File: src/vn_pkg.sv
// Shared type for the four-component normaliser.
package vn_pkg;

   typedef struct packed {
      logic neg;
      logic kill;
      logic near_zero;
   } vn_lane_ctl_type;

endpackage

File: src/vn_div_lane.sv
// One divider lane: pipelined restoring division giving a rounded signed unit component.
module vn_div_lane
   import vn_pkg::*;
#(
   parameter int FRAC_BITS  = 16,
   parameter int COMP_WIDTH = 32
) (
   input  logic                    clock,
   input  logic                    reset,
   input  logic                    advance,
   input  logic                    in_valid,
   input  logic [COMP_WIDTH-1:0]   in_mag,
   input  logic [COMP_WIDTH:0]     in_len,
   input  vn_lane_ctl_type         in_ctl,
   output logic                    out_valid,
   output logic signed [FRAC_BITS+1:0] out_unit,
   output logic [COMP_WIDTH:0]     out_len,
   output vn_lane_ctl_type         out_ctl
);

   localparam int N  = FRAC_BITS + 2;
   localparam int UW = FRAC_BITS + 2;
   localparam int LW = COMP_WIDTH + 1;
   localparam logic [UW-1:0] ONE = UW'(1) << FRAC_BITS;

   logic [LW-1:0]   rem_ff [N];
   logic [UW-1:0]   q_ff   [N];
   logic [LW-1:0]   len_ff [N];
   vn_lane_ctl_type ctl_ff [N];
   logic            vld_ff [N];

   for (genvar k = 0; k < N; k++) begin : g_stage
      logic [LW-1:0]   rem_p;
      logic [UW-1:0]   q_p;
      logic [LW-1:0]   len_p;
      vn_lane_ctl_type ctl_p;
      logic            v_p;
      logic [LW-1:0]   rem_in;
      logic [UW-1:0]   q_in;

      if (k == 0) begin : g_first
         assign rem_p = LW'(in_mag);
         assign q_p   = '0;
         assign len_p = in_len;
         assign ctl_p = in_ctl;
         assign v_p   = in_valid;
      end else begin : g_next
         assign rem_p = rem_ff[k-1];
         assign q_p   = q_ff[k-1];
         assign len_p = len_ff[k-1];
         assign ctl_p = ctl_ff[k-1];
         assign v_p   = vld_ff[k-1];
      end

      always_comb begin
         logic [LW:0]   rem2;
         logic [LW-1:0] diff;
         logic [UW-1:0] qr;
         logic          ge;
         rem2   = {rem_p, 1'b0};
         diff   = '0;
         qr     = '0;
         ge     = 1'b0;
         rem_in = rem_p;
         q_in   = q_p;
         if (k == 0) begin
            ge     = rem_p >= len_p;
            diff   = rem_p - len_p;
            rem_in = ge ? ((diff >= len_p) ? '0 : diff) : rem_p;
            q_in   = UW'(ge);
         end else if (k < N - 1) begin
            ge     = rem2 >= {1'b0, len_p};
            rem_in = ge ? LW'(rem2 - {1'b0, len_p}) : LW'(rem2);
            q_in   = {q_p[UW-2:0], ge};
         end else begin
            ge = rem2 >= {1'b0, len_p};
            qr = q_p + UW'(ge);
            if (qr > ONE) begin
               qr = ONE;
            end
            if (ctl_p.kill) begin
               q_in = '0;
            end else if (ctl_p.neg) begin
               q_in = ~qr + UW'(1);
            end else begin
               q_in = qr;
            end
         end
      end

      always_ff @(posedge clock) begin
         if (reset) begin
            vld_ff[k] <= 1'b0;
         end else if (advance) begin
            vld_ff[k] <= v_p;
         end
      end

      always_ff @(posedge clock) begin
         if (advance) begin
            rem_ff[k] <= rem_in;
            q_ff[k]   <= q_in;
            len_ff[k] <= len_p;
            ctl_ff[k] <= ctl_p;
         end
      end
   end

   assign out_valid = vld_ff[N-1];
   assign out_unit  = q_ff[N-1];
   assign out_len   = len_ff[N-1];
   assign out_ctl   = ctl_ff[N-1];

endmodule
File: config.mk
export PLATFORM = sky130hd
export DESIGN_NAME = vn_div_lane
export DESIGN_NICKNAME = d
export VERILOG_FILES = /design/src/vn_pkg.sv /design/src/vn_div_lane.sv
export SDC_FILE = /design/constraint.sdc
export NUM_CORES = 2
export LEC_CHECK = 0
export BUFFER_PORTS_ARGS = -buffer_cell sky130_fd_sc_hd__clkbuf_2
export CORE_AREA = 5 5 523 396
export CTS_CLUSTER_DIAMETER = 200
export DETAILED_ROUTE_END_ITERATION = 7
export DIE_AREA = 0 0 528 401
export HOLD_SLACK_MARGIN = 0.05
export PLACE_DENSITY_LB_ADDON = 0.2
export SLEW_MARGIN = 20
export SYNTH_ARGS = -nofsm -noshare
export SYNTH_HDL_FRONTEND = slang
export SYNTH_SLANG_ARGS = --single-unit
File: constraint.sdc
create_clock -name clock -period 5.5 [get_ports clock]
set_input_delay 1.1 -clock clock [delete_from_list [all_inputs] [get_ports clock]]
set_output_delay 1.1 -clock clock [all_outputs]
set_load 0.03 [all_outputs]
; ---- Word-level counts from Yosys, hierarchy flattened
; Memories as Yosys holds them, arrays and structs flattened.
; Index checks and enable logic that the tools add are counted.
[word_totals]
regBits = 0
ramBits = 1584
inputBits = 72
output_inout_bits = 55
memories = 5
[memory_table]
columns = name, depth, word_bits, read_ports, rd_ports_with_merged_regs, wr, line
row1 = len_ff, 18, 33, 18, 0, 18, vn_div_lane.sv:28  ; logic [LW-1:0] len_ff [N];
row2 = rem_ff, 18, 33, 17, 0, 18, vn_div_lane.sv:26  ; logic [LW-1:0] rem_ff [N];
row3 = q_ff, 18, 18, 18, 0, 18, vn_div_lane.sv:27  ; logic [UW-1:0] q_ff [N];
row4 = ctl_ff, 18, 3, 18, 0, 18, vn_div_lane.sv:29  ; vn_lane_ctl_type ctl_ff [N];
row5 = vld_ff, 18, 1, 18, 0, 18, vn_div_lane.sv:30  ; logic vld_ff [N];
[op_classes]
addsub = 19
magnitude_cmp = 20
mux = 45
bitwise = 19
[op_table]
columns = op, n
row1 = 33-bit two-way mux, 18
row2 = 34-bit by 33-bit greater-or-equal comparator with 1-bit output, 17
row3 = 33-bit subtractor, 16
row4 = 18-bit two-way mux, 3
row5 = 32-bit by 33-bit greater-or-equal comparator with 1-bit output, 1
row6 = 33-bit greater-or-equal comparator, 1
row7 = 32-bit by 33-bit subtractor with 33-bit output, 1
row8 = 1-bit two-way mux, 24
row9 = 18-bit by 1-bit adder with 18-bit output, 1
row10 = "18-bit by 1-bit adder with 18-bit output, second input constant", 1
row11 = "18-bit by 17-bit greater-than comparator with 1-bit output, second input constant", 1
row12 = 18-bit NOT, 1
row13 = 1-bit OR, 18

; ---- Depth between registers and ports, before layout
; An unclocked memory read counts as a cell.
[logic_depth]
ltp_word = 9
depth_mapped = 28
mapped_depth_nobuf = 27

; ---- Worst setup path after synthesis
; No wires, ideal clock.
[synth_timing]
path_kind = input to register
from = input port in_mag[0]
to = memory rem_ff[0][1] in the netlist's numbering, data pin
setup_time_ns = 0.131
t_arrival_ns = 5.699
t_required_ns = 5.369
setup_slack_ns = -0.330
path_stages = 25
path_cell_list = inv_1 -> ha_1 -> inv_1 -> fa_1 -> a211oi_1 -> nor2_1 -> o22ai_1 -> o21ai_0 -> a221o_1 -> a41oi_1 -> nand2b_1 -> a21oi_1 -> xnor2_1 -> ha_1 -> and4_1 -> a21boi_0 -> o21ai_0 -> a21o_1 -> a21oi_1 -> o31ai_1 -> a221oi_1 -> o21ai_0 -> a2111oi_2 -> buf_2 -> a22o_1
[synth_lines]
columns = element, line
row1 = start: declaration, vn_div_lane.sv:12  ; input logic [COMP_WIDTH-1:0] in_mag,
row2 = end: declaration, vn_div_lane.sv:26

==> metrics.txt <==
Post-Synth Adder-Cell Area 10.2%; Synth Instances 7,134; commonest non-fill, non-tap cell in the layout edfxtp_1; CTS Buf Count 152; Design Area, Final 91,200 um^2; post-layout util 45.3%; Setup crit end kind register; Max Transition Viols Final 0; Final Skew 40.8 ps; largest net degree at the start of global routing 160; gpl congestion 0.928; first-pass GRT wire length 323,000 um; # fillers 18,500; layout cells sized above 1 12.2%; Post-synth top flop edfxtp_1; main combinational cell family by area after synthesis compound AO/OA/AOI/OAI gates; number of synthesized flops with an enable pin 1,398; Clock transition at path regs 60 ps; Core Area 201,000 um^2; most frequent cells in the layout edfxtp_1 (1,398), inv_1 (740), ha_1 (620), a21oi_1 (589), nand2_1 (469); power per cell area 572 nW/um^2; drc violations 0; Die Area 212,000 um^2; HPWL after DPL 165,000 um; Hold Vio Cnt, Final 0; Net Count, Synth 7,850; Min-Delay Path Class reg -> reg; Post-Syn Area per Cell 11.2 um^2; nets 8,247; min Tclk post-route 5550 ps; DIE WIDTH 528 um; Syn. warnings 0; Setup WS post-layout -50.0 ps; Req. time, crit path 6140 ps; crit start category primary input; xor/xnor share of the synthesized area 5.33%; area taken by multi-input logic gates 35,100 um^2; sequential area share after synthesis 52.4%; Final ANT Viol Nets 0; Clock Latency Late Sink 800 ps; delay-heaviest family, CP compound AO/OA/AOI/OAI gates; Critical Path Fanout Max 7; DR vias/cell 5.40; failing checks setup timing; initial antenna violation count 9; via count 55,800; asr flop ratio synth 0%; Crit path arrival time 6190 ps; total power 0.0521 W; DRT Wirelength 214,000 um; fin crit share 101%; Die Y 401 um; vias in the first global route 52,500; final setup fails 29; Slowest Stage Delay on Critical Path 480 ps; crit-path most repeated cell a21boi_2; worst path bufs/invs 6; static leakage 37.5 nW; Total GRT Usage 19.7%; CTS tree built; Worst-Margin Slew 1140 ps; clk sink count 1,398; TritonRoute pass-1 iters 6; Ports 127; H-tree levels 4; placed cells 10,100; RSZ-0062 raised after global routing true; maximum clock path buffer count 3; Setup TNS -577 ps; area grow syn2layout 13.8%; worst rel slew slack 23.9%; WS Path Type in -> reg; num rows 143; mux share of post-synthesis cell area 3.15%; CP max-delay cell a221o_1; # port buffers 126; FF/Latch Area 42,000 um^2; post-synth cell types 98; initial DRC count 5,564; total grt overflow 0; highest clock rate 180 MHz; final cell count without fillers 10,300; run status finished, violations left; #FFs+latches synth 1,398; Netlist Area Pre-Place 80,100 um^2; DR WL/cell 20.7 um; root buf cell clkbuf_16; dpl cell area 85,800 um^2; post-synthesis simple-gate area fraction 9.56%; peak supply drop 298 uV; max cap viols 0; initial core utilization 39.8%; post-synthesis compound-gate area fraction 15.1%
[stage by stage]
step / hold slack [ps] / worst slack (ps)
final: 409 / -50.0
after floorplan: 400 / 7.98
after global routing: 419 / -221
after detailed placement: 405 / -1450
after CTS: 408 / 4.74
after global placement: 402 / -1390
[where the power goes]
group / total [W] / switching (W) / internal [W]
Combinational: 0.0244 / 0.0140 / 0.0103
Sequential: 0.0175 / 0.00180 / 0.0157
Clock: 0.0103 / 0.00446 / 0.00581
[flip-flops by register name, indices dropped and copies added (netlist names)]
signal / flops
rem_ff: 561
ctl_ff: 54
len_ff: 594
vld_ff: 18
q_ff: 171
[worst paths after layout]
kind / from / endpoint / slack [ps] / depth (start not counted)
max: in_mag[0] / rem_ff[0][17]$_DFFE_PP_ / -50 / 27
min: q_ff[9][1]$_DFFE_PP_ / q_ff[10][2]$_DFFE_PP_ / 410 / 0
max reg2reg: len_ff[16][1]$_DFFE_PP_ / q_ff[17][6]$_SDFFCE_PP0P_ / 360 / 28
min reg2reg: q_ff[9][1]$_DFFE_PP_ / q_ff[10][2]$_DFFE_PP_ / 410 / 0
[what timing repair did]
action / in CTS / in global routing
hold buffers: 0 / 0
gates resized for setup: 30 / 24
endpoints found under the hold margin: 0 / 0
pin swaps: 14 / 29
setup buffers: 3 / 3
endpoints found under the setup margin: 37 / 40
cloned: 1 / 1
[synth_stat cells (all sizes together) (12+ instances only)]
cell type	count	area, um^2
o41ai	12	105
o21bai	70	526
xor2	207	1810
fa	17	340
a22o	36	315
o22ai	17	106
mux2i	15	150
nand2b	95	602
nand4	83	519
a31oi	55	350
o21a	79	593
a211oi	55	413
clkbuf	91	342
edfxtp	1398	42000
a21o	261	1960
and4	23	201
inv	743	2790
a2111oi	19	179
mux2	202	2380
buf	55	314
nor3	89	445
a31o	20	175
and3	53	333
a21boi	27	203
o31ai	40	305
a21oi	597	3000
a221o	12	121
ha	627	7850
nand2	470	1760
nor2	408	1530
o21ai	438	2200
or3	24	150
nand3	108	541
and2	54	338
a221oi	13	114
o211ai	29	223
nor4	33	206
or2	30	188
a211o	22	193
nor2b	72	450
xnor2	281	2460
[cells by family (layout without fill, tap and decap cells)]
kind of cell | count (synthesis) | count (layout)
AOI/OAI and AO/OA | 1908 | 1908
xor gates and xnor gates | 488 | 488
adders and majority gates | 644 | 644
buffers and inverters | 889 | 1403
DFF | 1398 | 1398
muxes | 217 | 217
other | 1 | 5
and+or+nand+nor | 1589 | 1589
[metal layers]
| layer | routed length (um) | part of all wire [%] | global-route usage [%] |
|---|---|---|---|
| met2 | 79100 | 37 | 25.2 |
| met4 | 3280 | 1.5 | 3.42 |
| met3 | 16700 | 7.8 | 4.67 |
| met5 | 0 | 0 | 0 |
| met1 | 115000 | 54 | 32.9 |
[cell type report]
| class | instances | share of cell area, % |
|---|---|---|
| clock inverter | 94 | 1.23 |
| antenna | 4 | 0.0110 |
| clock buffer | 177 | 4.27 |
| sequential | 1398 | 46.0 |
| inverter | 743 | 3.06 |
| tap | 2682 | 3.68 |
| multi-input combinational | 4847 | 38.5 |
| timing repair buffer | 389 | 3.22 |
Power figures use the tool's default switching activity.
