### config.mk
export PLATFORM = sky130hd
export DESIGN_NAME = vn_sqrt
export DESIGN_NICKNAME = d
export VERILOG_FILES = /design/src/vn_pkg.sv /design/src/vn_sqrt.sv
export SDC_FILE = /design/constraint.sdc
export NUM_CORES = 2
export LEC_CHECK = 0
export BUFFER_PORTS_ARGS = -buffer_cell sky130_fd_sc_hd__buf_2
export CORE_ASPECT_RATIO = 1.2
export CORE_MARGIN = 2
export CORE_UTILIZATION = 57
export CTS_BUF_LIST = sky130_fd_sc_hd__clkbuf_16
export DETAILED_ROUTE_END_ITERATION = 10
export HOLD_SLACK_MARGIN = 0.02
export PLACE_DENSITY = 0.75
export SYNTH_ARGS = -nofsm -noshare
export SYNTH_HDL_FRONTEND = slang
export SYNTH_MEMORY_MAX_BITS = 65536
export SYNTH_SLANG_ARGS = --single-unit
export TNS_END_PERCENT = 30
### constraint.sdc
create_clock -name clock -period 3.49 [get_ports clock]
set_input_delay 0.5235 -clock clock [delete_from_list [all_inputs] [get_ports clock]]
set_output_delay 0.5235 -clock clock [all_outputs]
set_load 0.01 [all_outputs]
### src/vn_pkg.sv
// Shared type for the four-component normaliser.
package vn_pkg;

   typedef struct packed {
      logic neg;
      logic kill;
      logic near_zero;
   } vn_lane_ctl_type;

endpackage

### src/vn_sqrt.sv
// Pipelined integer square root, one result bit per stage, with a side-band carried alongside.
module vn_sqrt
   import vn_pkg::*;
#(
   parameter int COMP_WIDTH = 32,
   parameter int SIDE_W     = 4
) (
   input  logic                    clock,
   input  logic                    reset,
   input  logic                    advance,
   input  logic                    in_valid,
   input  logic [2*COMP_WIDTH+1:0] in_sum,
   input  logic [SIDE_W-1:0]       in_side,
   output logic                    out_valid,
   output logic [COMP_WIDTH:0]     out_root,
   output logic [SIDE_W-1:0]       out_side
);

   localparam int N    = COMP_WIDTH + 1;
   localparam int SUMW = 2 * COMP_WIDTH + 2;
   localparam int RW   = COMP_WIDTH + 4;

   logic [RW-1:0]         rem_ff  [N];
   logic [COMP_WIDTH:0]   root_ff [N];
   logic [SUMW-1:0]       s_ff    [N];
   logic [SIDE_W-1:0]     side_ff [N];
   logic                  vld_ff  [N];

   for (genvar k = 0; k < N; k++) begin : g_stage
      logic [RW-1:0]       rem_p;
      logic [RW-1:0]       rem_t;
      logic [RW-1:0]       trial;
      logic [COMP_WIDTH:0] root_p;
      logic [SUMW-1:0]     s_p;
      logic [SIDE_W-1:0]   side_p;
      logic                v_p;
      logic                ge;

      if (k == 0) begin : g_first
         assign rem_p  = '0;
         assign root_p = '0;
         assign s_p    = in_sum;
         assign side_p = in_side;
         assign v_p    = in_valid;
      end else begin : g_next
         assign rem_p  = rem_ff[k-1];
         assign root_p = root_ff[k-1];
         assign s_p    = s_ff[k-1];
         assign side_p = side_ff[k-1];
         assign v_p    = vld_ff[k-1];
      end

      assign rem_t = {rem_p[RW-3:0], s_p[SUMW-1 -: 2]};
      assign trial = RW'({root_p, 2'b01});
      assign ge    = rem_t >= trial;

      always_ff @(posedge clock) begin
         if (reset) begin
            vld_ff[k] <= 1'b0;
         end else if (advance) begin
            vld_ff[k] <= v_p;
         end
      end

      always_ff @(posedge clock) begin
         if (advance) begin
            rem_ff[k]  <= ge ? (rem_t - trial) : rem_t;
            root_ff[k] <= {root_p[COMP_WIDTH-1:0], ge};
            s_ff[k]    <= {s_p[SUMW-3:0], 2'b00};
            side_ff[k] <= side_p;
         end
      end
   end

   assign out_valid = vld_ff[N-1];
   assign out_root  = root_ff[N-1];
   assign out_side  = side_ff[N-1];

endmodule

# After elaboration in Yosys (flattened, before gate mapping)
# Memories as Yosys holds them, arrays and structs flattened.
# Index checks and enable logic that the tools add are counted.
# Widths: inputs -> output; s select.
[op_classes]
magnitude_cmp = 33
mux = 72
n_addsub = 33
n_bitwise = 33
[ops]
columns = ["operator", "n"]
rows = [
  ["$mux 36", 33],
  ["$ge 36x35->1", 32],
  ["$sub 36x35->36", 32],
  ["$mux 1", 39],
  ["$or 1x1->1", 33],
  ["$sub 2x1->3 const B", 1],
  ["$ge 2x1->1 const B", 1],
]
[totals]
in_bits = 74
regBits = 0
wordCells = 176
mem_count = 5
ramBits = 4554
output_inout_bits = 38
[mem_list]
columns = ["memory", "words", "width", "read_ports", "rd_ports_with_merged_regs", "wr", "line", "source"]
rows = [
  ["s_ff", 33, 64, 32, 0, 33, "vn_sqrt.sv:25", "logic [SUMW-1:0] s_ff [N];"],
  ["rem_ff", 33, 36, 32, 0, 33, "vn_sqrt.sv:23", "logic [RW-1:0] rem_ff [N];"],
  ["root_ff", 33, 33, 33, 0, 33, "vn_sqrt.sv:24", "logic [COMP_WIDTH:0] root_ff [N];"],
  ["side_ff", 33, 4, 33, 0, 33, "vn_sqrt.sv:26", "logic [SIDE_W-1:0] side_ff [N];"],
  ["vld_ff", 33, 1, 33, 0, 33, "vn_sqrt.sv:27", "logic vld_ff [N];"],
]

# Longest topological paths before layout
[depth]
ltp_word = 4
depth_mapped = 15
ltp_nobuf = 14

# Worst setup path after synthesis
# Ideal clock, no wire load.
[synth_path]
path_kind = "reg-to-reg"
start = "memory rem_ff[0][975] (netlist bit)"
end = "memory rem_ff[0][1022] (netlist bit), data pin"
arrival_ps = 3081
synth_period_minus_slack_ps = 3341
t_required_ps = 3230
setup_time_ps = 260
path_stages_with_launch = 12
path_buffers = 1
setup_slack_ps = 149
cell_sequence = "edfxtp_1 > ha_1 > a21oi_1 > nor3b_1 > a211oi_1 > o31ai_1 > o21ai_1 > a311oi_1 > o41ai_1 > a21oi_2 > buf_2 > mux2_2"
[synth_rtl]
columns = ["item", "line"]
rows = [
  ["from (decl)", "vn_sqrt.sv:23"],
]

==> Flow_metrics.wiki <==
{| class="wikitable"
! Metric !! Value
|-
| Post-layout nets || approximately 11000
|-
| Number of enable flip-flop cells after synthesis || roughly 2800
|-
| Global-route wire length before repair || approximately 400000 um
|-
| CTS sink count || 2819
|-
| Post-synth net total || 10300
|-
| CTS tree || done
|-
| Final count of negative-setup-slack endpoints || 0
|-
| Fraction of final layout cells sized beyond drive strength 1 || 11.0%
|-
| Hold Crit Class || primary input to register
|-
| Commonest non-fill, non-tap cell in the layout || edfxtp_1
|-
| Via density per instance || between 5 and 6
|-
| Syn avg cell area || 13.3 um2
|-
| Start-to-end type of the worst setup path || register to register
|-
| Synth async-reset ratio || 0%
|-
| Peak supply drop || 0.497 mV
|-
| Synthesized netlist cell count || slightly below 10000
|-
| Register Area || 0.0847 mm2
|-
| Combined area of all synthesized cells || 0.129 mm2
|-
| GRT Total Usage || 22.7%
|-
| H-tree level count || 5
|-
| Total congestion overflow after global routing || 0
|-
| Vias in the first global route || 77100
|-
| Worst R2R Path Depth || 13
|-
| Synth Register Bits || 2819
|-
| Yosys top cell area share || 65.9%
|-
| Effective utilization at floorplan || around 57%
|-
| Clock latency on the worst-skew pair || 0.87 ns
|-
| Non-filler instance count after layout || 13500
|-
| Proportion of synthesized chip area in sequential cells || 65.9%
|-
| Worst-path cell with the longest stage delay || ha_1
|-
| Total of max-cap violations || 0
|-
| Setup slack on the worst flop-to-flop path || 0.08 ns
|-
| Global placement routability congestion || approximately 0.93
|-
| Share of the cycle needed by the critical path after routing || between 90% and 100%
|-
| Area of the multi-input gates || 0.0408 mm2
|-
| Worst Setup Start Kind || register
|-
| Routed wirelength normalized by instance count || 19.6 um
|-
| Cell count of the worst hold path || 1
|-
| Clock transition at path regs || 0.06 ns
|-
| Critical path, cell by cell || ha_1 -> nand2_1 -> or3_1 -> nor2_1 -> nand2_1 -> a21o_1 -> a21oi_1 -> nand2b_1 -> nor2_1 -> inv_2 -> o211ai_1 -> nor3_1 -> xor2_1
|-
| Die Ht || 524 um
|-
| Max frequency || 294 MHz
|-
| Count of vias placed by the detailed router || 77000
|-
| Port buffer count || 111
|-
| Leakage power figure || 56.4 nW
|-
| Pin count of the biggest net entering global routing || 156
|-
| Die width || about 440 um
|-
| Post-route minimum period || 3.41 ns
|-
| Top post-synthesis cells by area || edfxtp_1 66%, ha_1 5.8%, xnor2_1 3.1%
|-
| P&R area growth vs syn || 13.7%
|-
| Slowest Stage Delay on Critical Path || 0.41 ns
|-
| Layout Skew || 0.0626 ns
|-
| Synthesis warning total || 0
|-
| RSZ-0062 raised after global routing || true
|-
| Data required time of the critical path || between 4 and 5 ns
|-
| Actual transition at the worst max-transition pin || 0.896 ns
|-
| Max Buffers Root-to-Sink || 4
|-
| Worst path arrival time || 4.06 ns
|-
| Hold worst-path end || s_ff[0][27]
|-
| Rows || between 150 and 200
|-
| Maximum fanout along the worst path || 9
|-
| Hold Startpoint || advance
|-
| Main synth FF type || edfxtp_1
|-
| Iteration-0 DRC Markers || about 5500
|-
| Headroom to the max-slew limit || 40.0%
|-
| Run status || completed
|-
| Post-detailed-route DRC marker count || 0
|-
| Final Total Pwr || 0.0963 W
|-
| Unique cell type count in the Yosys netlist || 106
|-
| Layout filler cell count || 16000
|-
| Number of antenna violations at the first check in global routing || 2
|-
| Power per unit of standard cell area || 659 mW/mm2
|-
| Overall die area || 0.229 mm2
|-
| Final hold viol count || 0
|-
| Number of max-slew violations in the final report || 0
|-
| Root buffer selected by CTS || clkbuf_16
|-
| Final wirelength || 264000 um
|-
| Detail Placement HPWL || about 190000 um
|-
| Leading cell types in the layout, fill and taps excluded || 2819 x edfxtp_1, 781 x inv_1, 675 x nand2_1
|-
| CTS buffer count || 289
|-
| Length of the first detailed-routing pass in iterations || 6
|-
| Endpoint of the worst-slack reg-to-reg timing path || rem_ff[0][525]
|-
| Placed insts || ~13000
|-
| Number of top-level pins || approximately 110
|-
| Core Footprint || approximately 0.22 mm2
|-
| Count of antenna-violating nets left after detailed routing || 0
|-
| Reg-to-reg critical path startpoint || rem_ff[0][474]
|-
| Cell type with the largest total area after synthesis || edfxtp_1
|-
| Type of destination of the critical path || register
|}
## registers in the layout, indices dropped and copies added, names as in the netlist
name and flops:
side_ff 132, root_ff 561, s_ff 1056, rem_ff 1037, vld_ff 33
## through the flow
step	setup TNS, ns	hold slack, ns	utilization, %	area, um2	worst slack, ns
floorplan	0	0.400	-	129000	0.149
global placement	-0.168	0.400	60.5	135000	-0.0673
global route	-1.21	0.0722	65.3	146000	-0.117
CTS	0	0.0557	65.1	146000	0.00926
detailed placement	-0.302	0.405	60.5	135000	-0.0588
finish	0	0.0788	65.3	146000	0.0830
## synth_stat cells, drive strengths merged, types with 13 or more instances
cell and instances:
o21bai 50, nand4b 20, nand2b 103, o31ai 73, and4 13, nor4b 13, nor2 538, edfxtp 2819
xnor2 461, nor2b 84, nand2 676, o21ai 522, o211ai 35, nor4 120, and3 52, clkbuf 158
nand4 122, nand3 148, xor2 410, mux2 84, a21o 285, inv 743, or3 88, a211oi 40
buf 41, nor3 238, a31o 18, nor3b 19, o21a 124, or2 41, or4 59, a2111oi 15
and2 59, a31oi 63, nand3b 28, a211o 17, a21oi 533, ha 596, a21boi 29
## power breakdown
part / total (W) / internal, W / switching [W]
registers: 0.0455 / 0.0427 / 0.00278
clock network: 0.0307 / 0.0180 / 0.0127
logic: 0.0201 / 0.00883 / 0.0113
## worst max-delay path by stage
stage / start / to / slack (ns) / cells past startpoint
floorplan: rem_ff[0][975] / rem_ff[0][1022] / 0.15 / 11
global placement: root_ff[24][8] / rem_ff[0][933] / -0.07 / 13
detailed placement: rem_ff[0][975] / rem_ff[0][1022] / -0.06 / 12
CTS: rem_ff[0][975] / rem_ff[0][1041] / 0.009 / 13
global route: rem_ff[0][477] / rem_ff[0][527] / -0.12 / 13
finish: rem_ff[0][474] / rem_ff[0][525] / 0.08 / 13
## logic make-up after synthesis
logic type,synth area share (%)
xor+xnor,5.94
fa+ha+maj,5.80
compound gates,9.38
buf+inv,2.81
mux,0.790
simple gates,9.42
other cells,0.00292
flops,65.9
## layer usage
metal,vias to the layer above,track usage [%],wire [um]
met4,0,10.5,12400
li1,37100,-,-
met2,1799,42.1,140000
met3,658,3.09,10300
met1,37500,25.8,101000
met5,-,0,0
## critical path, delay by kind of cell (launching register included)
| kind | cells | cell delay [ns] |
|---|---|---|
| adders and majority gates | 1 | 0.41 |
| DFF | 1 | 0.39 |
| and+or+nand+nor | 7 | 1.37 |
| xor gates and xnor gates | 1 | 0.27 |
| AOI/OAI and AO/OA | 3 | 0.75 |
| buffers and inverters | 1 | 0.05 |
## cell type report
type	count	share of cell area, %
multi-input cells	5907	27.9
clock buffers	291	4.98
clock inverters	216	1.45
repair buffers	548	3.25
diodes	4	0.00685
inverters	743	1.91
well taps	2976	2.55
flip-flops and latches	2819	57.9
## repair_timing
action | in CTS | in global routing
setup buffers | 1 | 13
pin swaps | 3 | 30
hold endpoints to repair | 72 | 0
setup endpoints to repair | 28 | 332
resized for setup | 10 | 100
hold buffers | 72 | 0
Power figures use the tool's default switching activity.
